**src/design/gnt_pkg.sv**
```systemverilog
// shared types and constants for the gradient noise turbulence block
`timescale 1ns / 1ps
`default_nettype none
package gnt_pkg;
   localparam int CoordFrac = 16;
   localparam int GradFrac = 14;
   localparam logic [1:0] CMD_LOAD_GRAD = 2'd0;
   localparam logic [1:0] CMD_LOAD_PERM = 2'd1;
   localparam logic [1:0] CMD_NOISE = 2'd2;
   localparam logic [1:0] CMD_TURB = 2'd3;
   localparam logic CSR_OCTAVE = 1'b0;
   localparam logic [3:0] OCTAVE_RESET = 4'd7;
   localparam logic [3:0] TOP_SHIFT = 4'd15;

   typedef struct packed {
      logic       first;
      logic       last;
      logic       zero;
      logic       absval;
      logic [3:0] shift;
   } ctl_type;

   typedef struct packed {
      logic        perm_wr;
      logic        grad_wr;
      logic [7:0]  index;
      logic [7:0]  perm_z;
      logic [7:0]  perm_y;
      logic [7:0]  perm_x;
      logic [15:0] grad_z;
      logic [15:0] grad_y;
      logic [15:0] grad_x;
   } wr_type;
endpackage
`default_nettype wire

```
**src/design/gnt_accum.sv**
```systemverilog
// octave accumulation, magnitude, scaling and saturation
`timescale 1ns / 1ps
`default_nettype none
module gnt_accum import gnt_pkg::*; (
   input  wire logic               clock,
   input  wire logic               reset,
   input  wire logic               s7_valid,
   input  wire ctl_type            s7_ctl,
   input  wire logic signed [23:0] s7_noise,
   output logic                    rsp_strobe,
   output logic signed [19:0]      rsp_noise_value
);
   logic signed [42:0] acc_ff, fin_ff, term, total, mag;
   logic signed [27:0] scaled;
   logic               fin_valid_ff, fin_abs_ff, strobe_ff;
   logic signed [19:0] value_ff, value_in;

   always_comb begin
      term = s7_ctl.zero ? 43'sd0 : (43'(s7_noise) <<< s7_ctl.shift);
      total = (s7_ctl.first ? 43'sd0 : acc_ff) + term;
      mag = (fin_abs_ff && fin_ff < 0) ? -fin_ff : fin_ff;
      scaled = 28'(mag >>> (CoordFrac - 1));
      if (scaled > 28'sd524287) begin
         value_in = 20'sd524287;
      end else if (scaled < -28'sd524288) begin
         value_in = -20'sd524288;
      end else begin
         value_in = scaled[19:0];
      end
   end

   always_ff @(posedge clock) begin
      if (reset) begin
         fin_valid_ff <= 1'b0;
         strobe_ff <= 1'b0;
      end else begin
         fin_valid_ff <= s7_valid & s7_ctl.last;
         strobe_ff <= fin_valid_ff;
      end
      if (s7_valid) begin
         acc_ff <= total;
      end
      if (s7_valid & s7_ctl.last) begin
         fin_ff <= total;
         fin_abs_ff <= s7_ctl.absval;
      end
      value_ff <= value_in;
   end

   assign rsp_strobe = strobe_ff;
   assign rsp_noise_value = value_ff;
endmodule
`default_nettype wire

```
**config.mk**
```make
export PLATFORM = sky130hd
export DESIGN_NAME = gnt_accum
export DESIGN_NICKNAME = d
export VERILOG_FILES = /design/src/design/gnt_pkg.sv /design/src/design/gnt_accum.sv
export SDC_FILE = /design/constraint.sdc
export NUM_CORES = 1
export LEC_CHECK = 0
export ABC_AREA = 0
export BUFFER_PORTS_ARGS = -buffer_cell sky130_fd_sc_hd__buf_2
export CAP_MARGIN = 0
export CORE_ASPECT_RATIO = 0.9
export CORE_MARGIN = 3
export CORE_UTILIZATION = 45
export CTS_CLUSTER_SIZE = 14
export DETAILED_ROUTE_END_ITERATION = 10
export RECOVER_POWER = 50
export SYNTH_ARGS = -nofsm -noshare
export SYNTH_HDL_FRONTEND = slang
export SYNTH_SLANG_ARGS = --single-unit
```
**constraint.sdc**
```tcl
create_clock -name clock -period 7.4 [get_ports clock]
set_input_delay 1.48 -clock clock [delete_from_list [all_inputs] [get_ports clock]]
set_output_delay 1.48 -clock clock [all_outputs]
set_load 0.02 [all_outputs]
```
==> results of run 1 <==
critical path: stages:
cell and delay (ns):
buf_2 0.55, mux2_2 0.42, nor2_1 0.10, a21oi_1 0.06, mux2i_1 0.20, nor2_1 0.07, a41oi_1 0.18, nor2_1 0.08
ha_1 0.39, a21o_1 0.22, a31o_2 0.21, a221o_1 0.38, a311o_1 0.37, a31oi_1 0.38, o211ai_1 0.25, a21oi_1 0.48
o41ai_1 0.17, xor2_1 0.18
power by group through the flow:
stage / combinational [W] / sequential [W] / clock [W]
after detailed placement: 0.000437 / 0.000802 / 0
after global routing: 0.000487 / 0.000798 / 0.000550
after CTS: 0.000439 / 0.000789 / 0.000525
final: 0.000440 / 0.000791 / 0.000513
after global placement: 0.000427 / 0.000801 / 0
after floorplan: 0.000311 / 0.000805 / 0
path summary, 6_finish.rpt:
kind                                              start                             to  slack [ns]  depth (start not counted)
worst max-delay path                          s7_ctl[1]           fin_ff[41]$_DFFE_PP_        1.31                         18
worst min register to register  fin_valid_ff$_SDFF_PP0_          rsp_strobe$_SDFF_PP0_        0.45                          1
worst min-delay path            fin_valid_ff$_SDFF_PP0_          rsp_strobe$_SDFF_PP0_        0.45                          1
worst max register to register      fin_ff[8]$_DFFE_PP_  rsp_noise_value[3]$_SDFF_PN1_        3.16                          9
kinds of logic after synthesis:
| family | synth area share, % |
|---|---|
| adder cells (fa/ha/maj) | 7.19 |
| multiplexers | 5.90 |
| XOR/XNOR | 6.35 |
| flip-flops | 40.2 |
| buffers and inverters | 2.90 |
| AND/OR/NAND/NOR | 17.0 |
| AO/OA/AOI/OAI | 20.4 |
layer usage:
layer	GRT usage, %	routed length (um)	vias up
li1	-	-	3018
met1	30.8	9250	2945
met2	31.7	8400	172
met3	3.65	899	19
met4	4.64	225	0
met5	0	0	-
metrics by stage:
step / cells / power, W / hold slack [ns] / util [%]
detailed placement: 1016 / 0.00124 / 0.446 / 48.9
global placement: 1016 / 0.00123 / 0.432 / 48.9
floorplan: 787 / 0.00112 / 0.414 / -
CTS: 1032 / 0.00175 / 0.454 / 50.8
global route: 1032 / 0.00184 / 0.461 / 50.6
finish: 1032 / 0.00174 / 0.450 / 50.6
cell type report:
cell class,instances,share of cell area [%]
Timing Repair Buffer,58,3.22
Sequential cell,109,36.9
Inverter,19,0.862
Clock inverter,5,0.786
Multi-Input combinational cell,623,52.2
Tap cell,207,3.13
Clock buffer,11,2.93
flip-flops by register name (all words and copies together), names as in the netlist:
name and cells:
fin_valid_ff 1, fin_abs_ff 1, acc_ff 43, rsp_strobe 1, rsp_noise_value 20, fin_ff 43
Yosys cell counts (7+ instances only):
cell type | n | area share [%]
and2_1 | 7 | 0.58
nand2b_1 | 9 | 0.74
nand4_1 | 7 | 0.58
o21ai_0 | 56 | 3.7
nor2_1 | 61 | 3.0
o31ai_1 | 8 | 0.79
nand3_1 | 15 | 0.99
nor4_1 | 9 | 0.74
ha_1 | 42 | 6.9
nor3_1 | 8 | 0.53
and3_1 | 7 | 0.58
a31oi_1 | 16 | 1.3
nand2_1 | 48 | 2.4
a211oi_1 | 25 | 2.5
inv_1 | 19 | 0.94
nor2b_1 | 60 | 4.9
mux2i_1 | 20 | 2.6
xnor2_1 | 25 | 2.9
clkbuf_1 | 30 | 1.5
mux4_2 | 8 | 2.4
a21oi_1 | 57 | 3.8
dfxtp_1 | 22 | 5.8
xor2_1 | 30 | 3.5
edfxtp_1 | 87 | 34
a21o_1 | 25 | 2.5
==> metrics.txt, run 1 <==
sw frac=30.9%; Synth Cell Area=7590 um2; CTS tree=yes; clock power share=29.4%; first-pass GRT wire length=30300 um; CP Capture Type=flop; sequential share of power=45.4%; area of the multi-input gates=4320 um2; FF+latch count, synth=109; Via Count=6154; Worst EP arrival=6.17 ns; crit start category=primary input; Port-buffer cells=55; die width=143 um; Worst-Skew Late Latency=0.36 ns; synth warn=0; DRC viols=0; ant diodes=0; Peak VDD IR=0.000124 V; CTS HTree Levels=3; relative slew slack=-98.1%; Die Y=129 um; Mapped Nets=865; dpl ws=1.03 ns; Final Wtd Congestion=0.933; routed length per instance=18.2 um; # clock sinks=109; clk_skew=0.0114 ns; Critical Path RT=7.48 ns; drt via density=5.96; Layout Area Growth over Synthesis=9.02%; Final Hold Fails=0; gr usage total=20.7%; CTS Buf Count=9; Max Buffers Root-to-Sink=2; most common cell after layout, fill and taps aside=edfxtp_1; # rows=44; critical path class=primary input to flop; Detail Route Antenna Nets=0; EDFF count, synth=87; sw power=0.000539 W; GR Overflow Total=0; sequential share of the synthesized area=40.2%; final setup vio count=0; Pleak=3.30 nW; Post-CTS Setup Bufs=0; vias in the first global route=5629; max-cap violations=2; CTS Hold Bufs=0; post-synthesis area per instance=9.65 um2; final-report max-slew violation count=91; final worst-path cycle share=82.3%; Hold/Removal Path Class=flop to flop; post-CTS sizing=0; achievable clock frequency=0.164 GHz; largest net degree at the start of global routing=46; fin crit period=6.09 ns; Starting DRT DRC Count=590; Most used DFF post-synth=edfxtp_1; Gate Count Post-Synth=787; final WL=18800 um; Setup TNS=0 ns; most frequent cells in the layout=edfxtp_1, nor2_1, nor2b_1; nets=898; fillers=1516; share of layout cells above drive strength 1=9.09%; fraction of registers with async set/reset=0%; root buf cell=clkbuf_16; drt first pass iters=5; final setup margin=1.31 ns; # IOs=56; pwr/cell area=211 nW/um2; register area=3050 um2; Core Region=16400 um2; distinct cell type count after synthesis=64; Starting Density=46.4%; post-route cell area=8280 um2; Crit Path Max Fanout=36; clock slew seen by the registers of the worst setup and hold paths=0.07 ns; die footprint=18500 um2; initial antenna violation count=0; internal power=0.00120 W; Tightest Pin Transition=2.97 ns; failing checks=max-capacitance violations, max-slew violations; hpwl dp=14000 um; Placed Instance Area=8000 um2; Comb pwr share=25.2%; outcome=complete, but fails checks; RSZ-0062 raised after global routing=no
No activity file was read; power rests on OpenSTA's default activity.
==> run 2: changes to the inputs <==
==> constraint.sdc (replaced) <==
create_clock -name clock -period 5.5 [get_ports clock]
set_input_delay 1.1 -clock clock [delete_from_list [all_inputs] [get_ports clock]]
set_output_delay 1.1 -clock clock [all_outputs]
set_load 0.02 [all_outputs]
==> run 2 against run 1 <==
The flow still finishes with violations (max-capacitance violations, max-slew violations). Critical path depth is 1 lower. Sequential cell count stayed put. Clock-buffer cell count is 2 lower. Clock skew is 0.0023 ns higher. Via count is 1.5% higher. Sequential power is 34% higher. Setup slack worse by 0.97 ns. Register-to-register slack worse by 1.9 ns. Power is 35% higher. Wire length is 0.64% higher. Highest routed layer unchanged.
==> metrics.txt, run 2 (synthesized netlist as in run 1, its figures left out) <==
outcome=complete, but fails checks (unchanged); failing checks=max-capacitance violations, max-slew violations (unchanged); CTS Buf Count=9 (unchanged); crit start category=primary input (unchanged); Core Region=16400 um2 (unchanged); final-report max-slew violation count=45 (was 91); Starting Density=46.4% (unchanged); first-pass GRT wire length=30100 um (was 30300 um); clock power share=29.5% (was 29.4%); GRT met1 Usage=29.6% (was 30.8%); Max Buffers Root-to-Sink=2 (unchanged); Worst-Skew Late Latency=0.36 ns (about the same); pwr/cell area=281 nW/um2 (was 211 nW/um2); sequential share of power=45.2% (was 45.4%); FF-to-FF path depth=9 (unchanged); largest net degree at the start of global routing=46 (unchanged); # rows=44 (unchanged); Port-buffer cells=55 (unchanged); most frequent cells in the layout=edfxtp_1, nor2_1, nor2b_1 (unchanged); Setup TNS=0 ns (unchanged); Slowest-stage cell, CP=mux4_2 (was buf_2); reg2reg setup slack=1.24 ns (was 3.16 ns); CTS HTree Levels=3 (unchanged); Die Y=129 um (unchanged); die footprint=18500 um2 (unchanged); CTS Hold Bufs=0 (unchanged); hpwl dp=14200 um (was 14000 um); drt via density=6.00 (was 5.96); achievable clock frequency=0.194 GHz; hold path depth=1 (unchanged); Post-CTS Setup Bufs=0 (unchanged); Final Hold Fails=0 (unchanged); routed length per instance=18.1 um (was 18.2 um); post-CTS sizing=0 (unchanged); max-cap violations=1 (was 2); final worst-path cycle share=93.7%; die width=143 um (unchanged); Via Count=6249 (was 6154); worst path cell trace=buf_2, buf_4, mux4_2, and2_1, a211oi_1, a211oi_1, ha_1, a21o_1, a21o_1, a21oi_1, o221a_2, o211ai_1, a211oi_1, buf_4, o21ai_0, a21oi_1, xnor2_1 (was buf_2, mux2_2, nor2_1, a21oi_1, mux2i_1, nor2_1, a41oi_1, nor2_1, ha_1, a21o_1, a31o_2, a221o_1, a311o_1, a31oi_1, o211ai_1, a21oi_1, o41ai_1, xor2_1); fin crit period=5.15 ns; met3 usage=3.73% (was 3.65%); Worst EP arrival=5.25 ns (was 6.17 ns); clock slew seen by the registers of the worst setup and hold paths=0.07 ns (about the same); sw frac=31.3% (was 30.9%); Detail Route Antenna Nets=0 (unchanged); final setup vio count=0 (unchanged); CP Capture Type=flop (unchanged); CP Buf/Inv Count=3 (was 1); Crit Path Max Fanout=17 (was 36); critical path class=primary input to flop (unchanged); GR Overflow Total=0 (unchanged); CP top delay family=compound AO/OA/AOI/OAI gates (unchanged); RR Endpoint=rsp_noise_value[1]$_SDFF_PN1_ (was rsp_noise_value[3]$_SDFF_PN1_); most common cell after layout, fill and taps aside=edfxtp_1 (unchanged); Comb pwr share=25.3% (was 25.2%); internal power=0.00162 W (was 0.00120 W); HP Start=fin_valid_ff$_SDFF_PP0_ (unchanged); Critical R2R Launch=fin_ff[7]$_DFFE_PP_ (was fin_ff[8]$_DFFE_PP_); Tightest Pin Transition=2.72 ns (was 2.97 ns); drt first pass iters=6 (was 5); final setup margin=0.345 ns (was 1.31 ns); WHS Endpoint=rsp_strobe$_SDFF_PP0_ (unchanged); initial antenna violation count=0 (unchanged); CP max stage delay=0.55 ns (about the same); clk_skew=0.0137 ns (was 0.0114 ns); sw power=0.000736 W (was 0.000539 W); ant diodes=0 (unchanged); final WL=18900 um (was 18800 um); Layout Area Growth over Synthesis=10.2% (was 9.02%); root buf cell=clkbuf_16 (unchanged); dpl ws=0.0476 ns (was 1.03 ns); share of layout cells above drive strength 1=10.4% (was 9.09%); M2 GR Usage=32.3% (was 31.7%); Peak VDD IR=0.000170 V (was 0.000124 V); nets=908 (was 898); Starting DRT DRC Count=566 (was 590); CP most frequent cell=a211oi_1 (was nor2_1); Final Wtd Congestion=0.883 (was 0.933); gr usage total=20.6% (was 20.7%); # IOs=56 (unchanged); # clock sinks=109 (unchanged); vias in the first global route=5769 (was 5629); Hold/Removal Path Class=flop to flop (unchanged); layer with the highest usage=met2 (unchanged); RSZ-0062 raised after global routing=no (unchanged); Critical Path RT=5.59 ns (was 7.48 ns); relative slew slack=-81.0% (was -98.1%); Pleak=3.34 nW (was 3.30 nW); CTS tree=yes (unchanged); DRC viols=0 (unchanged)
-- run 2: cell types whose count changed in the layout (fill, tap and decap cells not counted), sizes merged --
cell      before  now
inv           22   21
clkbuf        34   32
clkinvlp       0    1
buf           35   45
clkinv         1    3
-- run 2: area by class of cell --
class | instances | area (um2)
fillers | 1516 | 7990
flip-flops and latches | 109 | 3050
clock buffers | 9 | 225
repair buffers | 68 | 342
well taps | 207 | 259
multi-input cells | 623 | 4320
inverters | 19 | 71.3
clock inverters | 7 | 96.3
-- run 2: metal layers --
metal	up-vias	part of all wire, %
li1	3035	-
met1	3010	48
met2	182	45
met3	22	5.3
met4	0	1.4
met5	-	0
-- run 2: metrics by stage --
stage                     power [W]  hold slack, ns  utilization, %  std cells  cell area (um2)
after global routing        0.00247           0.493            51.2       1042             8370
after detailed placement    0.00167           0.434            49.4       1026             8080
after global placement      0.00166           0.430            49.4       1026             8080
final                       0.00235           0.465            51.2       1042             8370
after floorplan             0.00150           0.414               -        787             7590
after CTS                   0.00237           0.463            51.4       1042             8400
-- run 2: worst max path at each step --
stage	depth (start not counted)	end	start	slack, ns
after floorplan	16	acc_ff[37]$_DFFE_PP_	s7_ctl[0]	0.18
after global placement	17	fin_ff[38]$_DFFE_PP_	s7_ctl[0]	0.12
after detailed placement	16	acc_ff[41]$_DFFE_PP_	s7_ctl[0]	0.05
after CTS	16	fin_ff[41]$_DFFE_PP_	s7_ctl[0]	0.42
after global routing	18	acc_ff[41]$_DFFE_PP_	s7_ctl[0]	0.07
final	17	fin_ff[38]$_DFFE_PP_	s7_ctl[0]	0.35
-- run 2: power groups by stage --
| stage | sequential (W) | clock, W | combinational (W) |
|---|---|---|---|
| after global routing | 0.00107 | 0.000738 | 0.000662 |
| after floorplan | 0.00108 | 0 | 0.000418 |
| final | 0.00106 | 0.000694 | 0.000596 |
| after global placement | 0.00108 | 0 | 0.000581 |
| after detailed placement | 0.00108 | 0 | 0.000593 |
| after CTS | 0.00106 | 0.000710 | 0.000596 |
