[config.mk]
export PLATFORM = sky130hd
export DESIGN_NAME = gnt_issue
export DESIGN_NICKNAME = d
export VERILOG_FILES = /design/src/design/gnt_pkg.sv /design/src/design/gnt_issue.sv
export SDC_FILE = /design/constraint.sdc
export NUM_CORES = 1
export LEC_CHECK = 0
export BUFFER_PORTS_ARGS = -buffer_cell sky130_fd_sc_hd__buf_2
export CAP_MARGIN = 20
export CORE_AREA = 3 3 145 147
export CTS_CLUSTER_DIAMETER = 50
export CTS_CLUSTER_SIZE = 8
export DETAILED_ROUTE_END_ITERATION = 12
export DIE_AREA = 0 0 148 150
export GPL_TIMING_DRIVEN = 0
export PLACE_DENSITY = 0.78
export SKIP_CTS_REPAIR_TIMING = 1
export SLEW_MARGIN = 20
export SYNTH_ARGS = -nofsm -noshare
export SYNTH_HDL_FRONTEND = slang
export SYNTH_SLANG_ARGS = --single-unit
export TNS_END_PERCENT = 10
[constraint.sdc]
create_clock -name clock -period 3.47 [get_ports clock]
set_input_delay 0.1735 -clock clock [delete_from_list [all_inputs] [get_ports clock]]
set_output_delay 0.1735 -clock clock [all_outputs]
set_load 0.02 [all_outputs]
[src/design/gnt_pkg.sv]
// shared types and constants for the gradient noise turbulence block
`timescale 1ns / 1ps
`default_nettype none
package gnt_pkg;
   localparam int CoordFrac = 16;
   localparam int GradFrac = 14;
   localparam logic [1:0] CMD_LOAD_GRAD = 2'd0;
   localparam logic [1:0] CMD_LOAD_PERM = 2'd1;
   localparam logic [1:0] CMD_NOISE = 2'd2;
   localparam logic [1:0] CMD_TURB = 2'd3;
   localparam logic CSR_OCTAVE = 1'b0;
   localparam logic [3:0] OCTAVE_RESET = 4'd7;
   localparam logic [3:0] TOP_SHIFT = 4'd15;

   typedef struct packed {
      logic       first;
      logic       last;
      logic       zero;
      logic       absval;
      logic [3:0] shift;
   } ctl_type;

   typedef struct packed {
      logic        perm_wr;
      logic        grad_wr;
      logic [7:0]  index;
      logic [7:0]  perm_z;
      logic [7:0]  perm_y;
      logic [7:0]  perm_x;
      logic [15:0] grad_z;
      logic [15:0] grad_y;
      logic [15:0] grad_x;
   } wr_type;
endpackage
`default_nettype wire

[src/design/gnt_issue.sv]
// command intake and octave sequencer
`timescale 1ns / 1ps
`default_nettype none
module gnt_issue import gnt_pkg::*; (
   input  wire logic               clock,
   input  wire logic               reset,
   input  wire logic               start,
   input  wire logic [1:0]         command,
   input  wire logic signed [31:0] coord_x,
   input  wire logic signed [31:0] coord_y,
   input  wire logic signed [31:0] coord_z,
   input  wire logic [7:0]         table_index,
   input  wire logic signed [15:0] grad_x,
   input  wire logic signed [15:0] grad_y,
   input  wire logic signed [15:0] grad_z,
   input  wire logic [7:0]         perm_x,
   input  wire logic [7:0]         perm_y,
   input  wire logic [7:0]         perm_z,
   input  wire logic [3:0]         octave_count,
   output logic                    busy,
   output logic                    s0_valid,
   output ctl_type                 s0_ctl,
   output logic [2:0][31:0]        s0_coord,
   output wr_type                  s0_wr
);
   logic            valid_ff, valid_in;
   ctl_type         ctl_ff, ctl_in;
   logic [2:0][31:0] coord_ff, coord_in, next_ff, next_in;
   logic [3:0]      nshift_ff, nshift_in, remain_ff, remain_in;
   wr_type          wr_ff, wr_in;
   logic            accept, turb;

   assign busy = (remain_ff != 4'd0);
   assign accept = start & ~busy;
   assign turb = (command == CMD_TURB);

   always_comb begin
      valid_in = 1'b0;
      ctl_in = ctl_ff;
      coord_in = coord_ff;
      next_in = next_ff;
      nshift_in = nshift_ff;
      remain_in = remain_ff;
      wr_in = '0;
      if (accept) begin
         valid_in = (command == CMD_NOISE) || turb;
         ctl_in.first = 1'b1;
         ctl_in.last = !turb || (octave_count <= 4'd1);
         ctl_in.zero = turb && (octave_count == 4'd0);
         ctl_in.absval = turb;
         ctl_in.shift = TOP_SHIFT;
         coord_in = {coord_z, coord_y, coord_x};
         next_in = {coord_z << 1, coord_y << 1, coord_x << 1};
         nshift_in = TOP_SHIFT - 4'd1;
         remain_in = (turb && octave_count > 4'd1) ? octave_count - 4'd1 : 4'd0;
         wr_in.perm_wr = (command == CMD_LOAD_PERM);
         wr_in.grad_wr = (command == CMD_LOAD_GRAD);
         wr_in.index = table_index;
         wr_in.perm_x = perm_x;
         wr_in.perm_y = perm_y;
         wr_in.perm_z = perm_z;
         wr_in.grad_x = grad_x;
         wr_in.grad_y = grad_y;
         wr_in.grad_z = grad_z;
      end else if (busy) begin
         valid_in = 1'b1;
         ctl_in.first = 1'b0;
         ctl_in.last = (remain_ff == 4'd1);
         ctl_in.zero = 1'b0;
         ctl_in.absval = 1'b1;
         ctl_in.shift = nshift_ff;
         coord_in = next_ff;
         next_in = {next_ff[2] << 1, next_ff[1] << 1, next_ff[0] << 1};
         nshift_in = nshift_ff - 4'd1;
         remain_in = remain_ff - 4'd1;
      end
   end

   always_ff @(posedge clock) begin
      if (reset) begin
         valid_ff <= 1'b0;
         remain_ff <= 4'd0;
         wr_ff <= '0;
      end else begin
         valid_ff <= valid_in;
         remain_ff <= remain_in;
         wr_ff <= wr_in;
      end
      ctl_ff <= ctl_in;
      coord_ff <= coord_in;
      next_ff <= next_in;
      nshift_ff <= nshift_in;
   end

   assign s0_valid = valid_ff;
   assign s0_ctl = ctl_ff;
   assign s0_coord = coord_ff;
   assign s0_wr = wr_ff;
endmodule
`default_nettype wire

==> parameters.txt, run 1 <==
Parameter                              Value

Status
  Outcome    finished with violations
  Violated checks    negative hold slack

Pwr
  Largest vdd supply drop    0.381 mV
  Clock network fraction of total power    20.7%
  Final Total Pwr    9.81 mW
  P_sw    4.00 mW
  Sequential cell fraction of total power    40.5%
  PwrDens    900 nW/µm²
  Static Leak    5.48 nW
  Switching share of power    40.8%
  Combinational share of power    38.8%
  Cell internal pwr    5.81 mW

Clock tree
  Clock latency on the worst-skew pair    0.43 ns
  Clock sinks    195
  Clock buffers created by TritonCTS    17
  Post-CTS clock slew at the launch and capture registers of the worst setup and hold paths    0.08 ns
  CTS H-tree lvls    4
  CTS root buffer    clkbuf_16
  TritonCTS clock tree    built
  Clock Tree Buf Depth    2

STA
  Final number of setup-violating endpoints    0
  Relative max-transition margin    52.8%
  Unrepaired setup endpoints after global routing    no
  Post-layout worst setup margin    0.702 ns
  Achievable Freq    361 MHz
  Final worst path period need    2.77 ns
  Worst-margin pin slew    0.705 ns
  Worst hold-check slack    -0.00453 ns
  Final worst clock skew    0.0192 ns
  Number of failing hold endpoints at the final stage    2
  Post-route fraction of the period consumed by the critical path    79.8%
  Number of max-slew violations in the final report    0

Worst setup path
  Critical path peak fanout    80
  Slowest-stage cell, CP    nor3b_2
  Nature of the critical path endpoint    flop
  Crit path largest cell delay    0.62 ns
  Data required time of the critical path    3.59 ns
  Setup slack on the worst flop-to-flop path    0.70 ns
  Crit-path cells    inv_1, ha_1, nor3b_2, inv_2, nor2_1, inv_6, buf_16
  Data arrival time of the critical path    2.89 ns
  Worst Setup Start Kind    flop
  Type of the setup path with the least slack    flop to flop

Floorplanning
  Die ar.    22200 µm²
  Die height    150 µm
  # IOs    373
  Core Area    20000 µm²
  Cell row count    52
  Die extent in x    148 µm
  Starting Density    35.2%

Global route
  Pin count of the biggest net entering global routing    81
  Total Routing Usage GR    18.0%
  Number of antenna violations at the first check in global routing    1
  Global-route wire length before repair    30500 µm
  Via count of the first global-routing pass    5568
  Sum of overflow across all layers after global routing    0

Detailed routing
  First-pass DRT Iterations    4
  DRC violation count after routing    0
  Vias after detailed routing    6414
  Initial DRC count    222
  Via density per instance    4.46
  Wirelength, routed    24300 µm
  Avg WL per Cell    16.9 µm
  Number of antenna-violating nets in the routed design    0

Place
  IO buf count    371
  HPWL Detailed    16500 µm
  RD Place Congestion    0.782
  Setup slack at placement    0.731 ns
  Count of placed standard cells including taps    1306

Synth
  Flop and latch count out of synthesis    195
  Adder and majority cell fraction of the synthesized area    1.06%
  Post-synthesis share of cell area spent on and, or, nand and nor gates    25.4%
  Combinational family with the most area after synthesis    simple AND/OR/NAND/NOR gates
  Cells taking the most area after synthesis    edfxtp_1 (42%), dfxtp_1 (27%), nand2_1 (15%)
  Post-synthesis sequential area ratio    69.4%
  Yosys top cell by area    edfxtp_1
  Multiplexer area fraction after synthesis    0.160%
  Synth Cell Area    7050 µm²
  Xor-xnor portion of the synthesized cell area    0.373%
  Gate count of the mapped netlist    664
  Number of warnings issued by yosys    0
  Synth Area in Compound Gates    1.45%
  Unique cell type count in the Yosys netlist    31
  Avg Cell Area, Syn    10.6 µm²
  Syn_nets    855
  Yosys top cell area share    42.2%

Hold path
  Type of the tightest min-delay check    primary input to flop

Final layout
  Antenna cells    0
  Final net count    1346
  Fraction of layout instances using a drive strength above 1    35.6%
  Most common cell after layout, fill and taps aside    buf_2
  Filler cell count in the final layout    1746
  Highest-count cells in the layout ignoring fill and taps    buf_2 (377), nand2_1 (288), dlygate4sd3_1 (100), edfxtp_1 (99), dfxtp_1 (96)
  Area growth syn-to-layout    54.6%
  Total area of sequential cells    4890 µm²
  Count of placed standard cells in the final layout, fillers left out    1438
  Area used by multi-input combinational logic    2000 µm²

Run
  Number of max-capacitance violations reported    0
-- sequential cells by signal (all words and copies together) (netlist names) --
signal	cells
nshift_ff	4
remain_ff	4
s0_coord	96
s0_ctl	8
s0_valid	1
s0_wr	82
-- area by class of cell --
class	instances	area share, %
Sequential cell	195	44.9
Timing Repair Buffer	472	26.5
Multi-Input combinational cell	430	18.4
Clock buffer	19	4.36
Tap cell	270	3.10
Clock inverter	13	1.37
Buffer	31	1.14
Inverter	8	0.321
-- worst max-delay path, delay by kind of cell (launching register included) --
kind,cells,cell delay (ns)
and+or+nand+nor,2,1.07
adders and majority gates,1,0.25
DFF,1,0.33
buffers and inverters,4,0.74
-- per-stage QoR --
stage / cell area, µm² / util [%] / TNS, ns
floorplan: 7050 / - / 0
global placement: 9250 / 46.1 / -102.78
detailed placement: 9280 / 46.3 / 0
CTS: 9900 / 49.4 / 0
global route: 10900 / 54.4 / 0
finish: 10900 / 54.4 / 0
-- kinds of logic (layout without fill, tap and decap cells) --
kind of cell | Yosys count | after routing
adders and majority gates | 6 | 6
muxes | 1 | 1
AOI/OAI and AO/OA | 18 | 18
buffers and inverters | 39 | 543
and+or+nand+nor | 402 | 402
DFF | 195 | 195
xor gates and xnor gates | 3 | 3
-- Yosys cell counts --
library cell and n:
buf_2 6, nor3b_2 1, nand2b_1 1, a21o_1 1, nand3b_1 2, nor2_1 8, xnor2_1 1, nand3_1 3
a21oi_1 6, a311oi_1 1, and2_1 83, nor2_2 1, o311a_1 1, and3_1 1, nor2b_1 1, ha_1 6
nand2_1 288, o21ai_0 8, inv_2 1, inv_1 7, dfxtp_1 96, mux2_2 1, clkbuf_1 25, xor2_1 2
nor3_4 1, a31oi_1 1, nand3_2 1, nor4_1 2, edfxtp_1 99, nor3_1 7, nor4b_1 2
-- metal layers --
layer  routed length [µm]  vias to the layer above  global-route usage (%)  share of wire (%)
met5                   13                        -                       0              0.053
met2                12400                      301                    31.5                 51
met4                  417                        2                    5.45                1.7
li1                     -                     3120                       -                  -
met3                 2130                       34                    6.60                8.7
met1                 9350                     2957                    20.7                 38
-- power groups by stage --
stage,Combinational [mW],Clock [mW],Sequential [mW]
floorplan,1.34,0,4.91
global placement,3.61,0,4.03
detailed placement,3.74,0,3.99
CTS,3.75,2.07,3.95
global route,4.16,2.17,4.05
finish,3.81,2.03,3.97
-- worst paths after layout --
kind	cells after the start	startpoint	endpoint
worst max-delay path	7	remain_ff[0]$_SDFFE_PP0P_	s0_coord[15]$_DFFE_PP_
worst max register to register	7	remain_ff[0]$_SDFFE_PP0P_	s0_coord[15]$_DFFE_PP_
worst min register to register	2	nshift_ff[3]$_SDFFE_PP1P_	s0_ctl[3]$_SDFFE_PP1P_
worst min-delay path	3	coord_x[17]	s0_coord[17]$_DFFE_PP_
Note: power is estimated with default switching activity, not from simulation.
==> inputs of run 2 (changes only) <==
- ABC_AREA: not set -> 1
- CORE_AREA: 3 3 145 147 -> 3 3 143 145
- DIE_AREA: 0 0 148 150 -> 0 0 146 148
- clock period: 3.47 -> 2.65 ns (I/O delays scaled with it)
==> run 2 against run 1 <==
  * The run still ends with negative hold slack left
  * Combinational power is 32% higher
  * Clock skew is 0.0071 ns lower
  * Clock power is 34% higher
  * Non-clock buffer count is 54 higher
  * Core utilization is 6.0 points higher
  * Sequential power is 31% higher
  * Critical path type unchanged
  * Critical endpoint is now remain_ff[0]$_SDFFE_PP0P_
  * Largest cell class unchanged
  * Largest power group unchanged
==> parameters.txt, run 2 <==
Parameter                              Value

Worst setup path
  Data arrival time of the critical path    2.43 ns (was 2.89 ns)
  Worst Setup Start Kind    flop (unchanged)
  Data required time of the critical path    2.95 ns (was 3.59 ns)
  Type of the setup path with the least slack    flop to flop (unchanged)
  Nature of the critical path endpoint    flop (unchanged)
  Critical path peak fanout    87 (was 80)

STA
  Number of failing hold endpoints at the final stage    6 (was 2)
  Relative max-transition margin    49.0% (was 52.8%)
  Final worst clock skew    0.0121 ns (was 0.0192 ns)
  Final worst path period need    2.13 ns (was 2.77 ns)
  Number of max-slew violations in the final report    0 (unchanged)
  Achievable Freq    470 MHz (was 361 MHz)
  Post-route fraction of the period consumed by the critical path    80.4% (was 79.8%)
  Unrepaired setup endpoints after global routing    no (unchanged)
  Worst-margin pin slew    0.765 ns (was 0.705 ns)
  Final number of setup-violating endpoints    0 (unchanged)
  Worst hold-check slack    -0.0130 ns (was -0.00453 ns)

Place
  RD Place Congestion    0.820 (was 0.782)
  Instance area after placement    9480 µm² (was 9280 µm²)
  IO buf count    372 (was 371)
  HPWL Detailed    16900 µm (was 16500 µm)

Detailed routing
  Vias after detailed routing    7189 (was 6414)
  First-pass DRT Iterations    5 (was 4)
  DRC violation count after routing    0 (unchanged)
  Initial DRC count    380 (was 222)
  Via density per instance    4.51 (was 4.46)
  Avg WL per Cell    16.9 µm (about the same)
  Number of antenna-violating nets in the routed design    0 (unchanged)
  Wirelength, routed    27000 µm (was 24300 µm)

Pwr
  Combinational share of power    38.9% (was 38.8%)
  Largest vdd supply drop    0.482 mV (was 0.381 mV)
  Clock network fraction of total power    21.0% (was 20.7%)
  Static Leak    6.26 nW (was 5.48 nW)
  Final Total Pwr    12.9 mW (was 9.81 mW)
  PwrDens    1110 nW/µm² (was 900 nW/µm²)
  Switching share of power    41.1% (was 40.8%)
  P_sw    5.32 mW (was 4.00 mW)
  Cell internal pwr    7.62 mW (was 5.81 mW)
  Sequential cell fraction of total power    40.1% (was 40.5%)

Synth
  Synth Cell Area    7250 µm² (was 7050 µm²)
  Most instantiated library cell after synthesis    nand2_1 (unchanged)
  Synth Flop Type    edfxtp_1 (unchanged)
  Flop and latch count out of synthesis    195 (unchanged)
  Post-synthesis sequential area ratio    67.5% (was 69.4%)
  Yosys top cell by area    edfxtp_1 (unchanged)
  Cells taking the most area after synthesis    edfxtp_1 (41%), dfxtp_1 (27%), nand2_1 (16%) (was edfxtp_1 (42%), dfxtp_1 (27%), nand2_1 (15%))
  Number of warnings issued by yosys    0 (unchanged)
  Unique cell type count in the Yosys netlist    26 (was 31)
  Xor-xnor portion of the synthesized cell area    0.242% (was 0.373%)
  Ranking of synthesized cells by instance count    nand2_1 (303), nor2_1 (105), inv_1 (100) (was nand2_1 (288), edfxtp_1 (99), dfxtp_1 (96))
  Gate count of the mapped netlist    769 (was 664)
  Adder and majority cell fraction of the synthesized area    1.04% (was 1.06%)
  Yosys top cell area share    41.0% (was 42.2%)
  Post-synthesis share of cell area spent on and, or, nand and nor gates    22.7% (was 25.4%)
  Fraction of registers with async set/reset    0% (unchanged)
  Multiplexer area fraction after synthesis    0% (was 0.160%)
  Number of flops mapped to enable cells by yosys    99 (unchanged)
  Combinational family with the most area after synthesis    simple AND/OR/NAND/NOR gates (unchanged)
  Avg Cell Area, Syn    9.43 µm² (was 10.6 µm²)
  Synth Area in Compound Gates    0.829% (was 1.45%)
  Syn_nets    960 (was 855)

Final layout
  Area used by multi-input combinational logic    1810 µm² (was 2000 µm²)
  Most common cell after layout, fill and taps aside    buf_2 (unchanged)
  Fraction of layout instances using a drive strength above 1    33.0% (was 35.6%)
  Largest register FFs    96 (unchanged)
  Total area of sequential cells    4890 µm² (unchanged)
  Area growth syn-to-layout    61.1% (was 54.6%)
  Highest-count cells in the layout ignoring fill and taps    buf_2 (386), nand2_1 (303), dlygate4sd3_1 (155), nor2_1 (105), inv_1 (100) (was buf_2 (377), nand2_1 (288), dlygate4sd3_1 (100), edfxtp_1 (99), dfxtp_1 (96))
  Filler cell count in the final layout    1505 (was 1746)
  Area of all placed cells without fillers    11700 µm² (was 10900 µm²)
  Final net count    1507 (was 1346)

Floorplanning
  Cell row count    51 (was 52)
  Core Area    19300 µm² (was 20000 µm²)
  # IOs    373 (unchanged)
  Starting Density    37.5% (was 35.2%)
  Die extent in x    146 µm (was 148 µm)
  Die height    148 µm (was 150 µm)
  Die ar.    21600 µm² (was 22200 µm²)

Hold path
  Type of the tightest min-delay check    primary input to flop (unchanged)

Global route
  Pin count of the biggest net entering global routing    88 (was 81)
  Global-route wire length before repair    33100 µm (was 30500 µm)
  Total Routing Usage GR    19.7% (was 18.0%)
  Number of antenna violations at the first check in global routing    1 (unchanged)
  Via count of the first global-routing pass    6260 (was 5568)
  Sum of overflow across all layers after global routing    0 (unchanged)

Clock tree
  Clock Tree Buf Depth    2 (unchanged)
  Post-CTS clock slew at the launch and capture registers of the worst setup and hold paths    0.08 ns (about the same)
  Clock sinks    195 (unchanged)
  Clock buffers created by TritonCTS    17 (unchanged)
  TritonCTS clock tree    built (unchanged)
  CTS H-tree lvls    4 (unchanged)
  CTS root buffer    clkbuf_16 (unchanged)
  Clock latency on the worst-skew pair    0.43 ns (about the same)

Status
  Violated checks    negative hold slack (unchanged)
  Outcome    finished with violations (unchanged)

Run
  Number of max-capacitance violations reported    0 (unchanged)
run 2: layout make-up:
| class | instances | area share (%) |
|---|---|---|
| buffer | 29 | 1.53 |
| clock buffer | 17 | 3.64 |
| sequential | 195 | 41.9 |
| tap | 265 | 2.84 |
| multi-input combinational | 444 | 15.5 |
| antenna | 1 | 0.0214 |
| inverter | 101 | 3.25 |
| timing repair buffer | 528 | 29.5 |
| clock inverter | 15 | 1.84 |
run 2: routing by layer:
metal  up-vias  part of all wire, %  track usage, %
li1       3427                    -               -
met1      3269                   36            21.6
met3        74                  8.7            7.02
met5         -                    0               0
met4         0                  3.8            5.97
met2       419                   51            36.1
run 2: metrics by stage:
stage	setup WS (ns)	setup TNS [ns]	util, %	instances	hold slack [ns]
after floorplan	0.0644	0	-	769	0.205
after global placement	-0.781	-75.10	48.8	1406	0.308
after detailed placement	0.564	0	49.0	1407	0.311
after CTS	0.544	0	52.4	1439	-0.150
after global routing	0.414	0	60.4	1594	-0.0153
final	0.520	0	60.4	1595	-0.0130
run 2: cell families (layout without fill, tap and decap cells):
group,count (synthesis),after routing
simple gates,425,425
flops,195,195
buf+inv,130,690
compound gates,11,11
fa+ha+maj,6,6
xor+xnor,2,2
other cells,0,1
run 2: power groups by stage:
stage / clock (mW) / combinational, mW / sequential, mW
after floorplan: 0 / 1.65 / 6.41
after global placement: 0 / 4.63 / 5.21
after detailed placement: 0 / 4.79 / 5.20
after CTS: 2.78 / 4.80 / 5.14
after global routing: 2.88 / 5.42 / 5.28
final: 2.72 / 5.03 / 5.19
run 2: critical path: stages, from the launching register on:
cell and delay (ns):
dfxtp_1 0.33, inv_1 0.14, ha_1 0.25, inv_1 0.08
nor2_2 0.34, nand2_8 0.23, buf_16 0.29, o21ai_0 0.22
a21oi_1 0.06
run 2: final timing paths:
| path | start | end | slack [ns] | cells after the start |
|---|---|---|---|---|
| max | remain_ff[0]$_SDFFE_PP0P_ | remain_ff[0]$_SDFFE_PP0P_ | 0.52 | 8 |
| min | coord_z[15] | s0_coord[79]$_DFFE_PP_ | -0.01 | 3 |
| max reg2reg | remain_ff[0]$_SDFFE_PP0P_ | remain_ff[0]$_SDFFE_PP0P_ | 0.52 | 8 |
| min reg2reg | s0_ctl[2]$_SDFFE_PP1P_ | s0_ctl[2]$_SDFFE_PP1P_ | 0.48 | 2 |
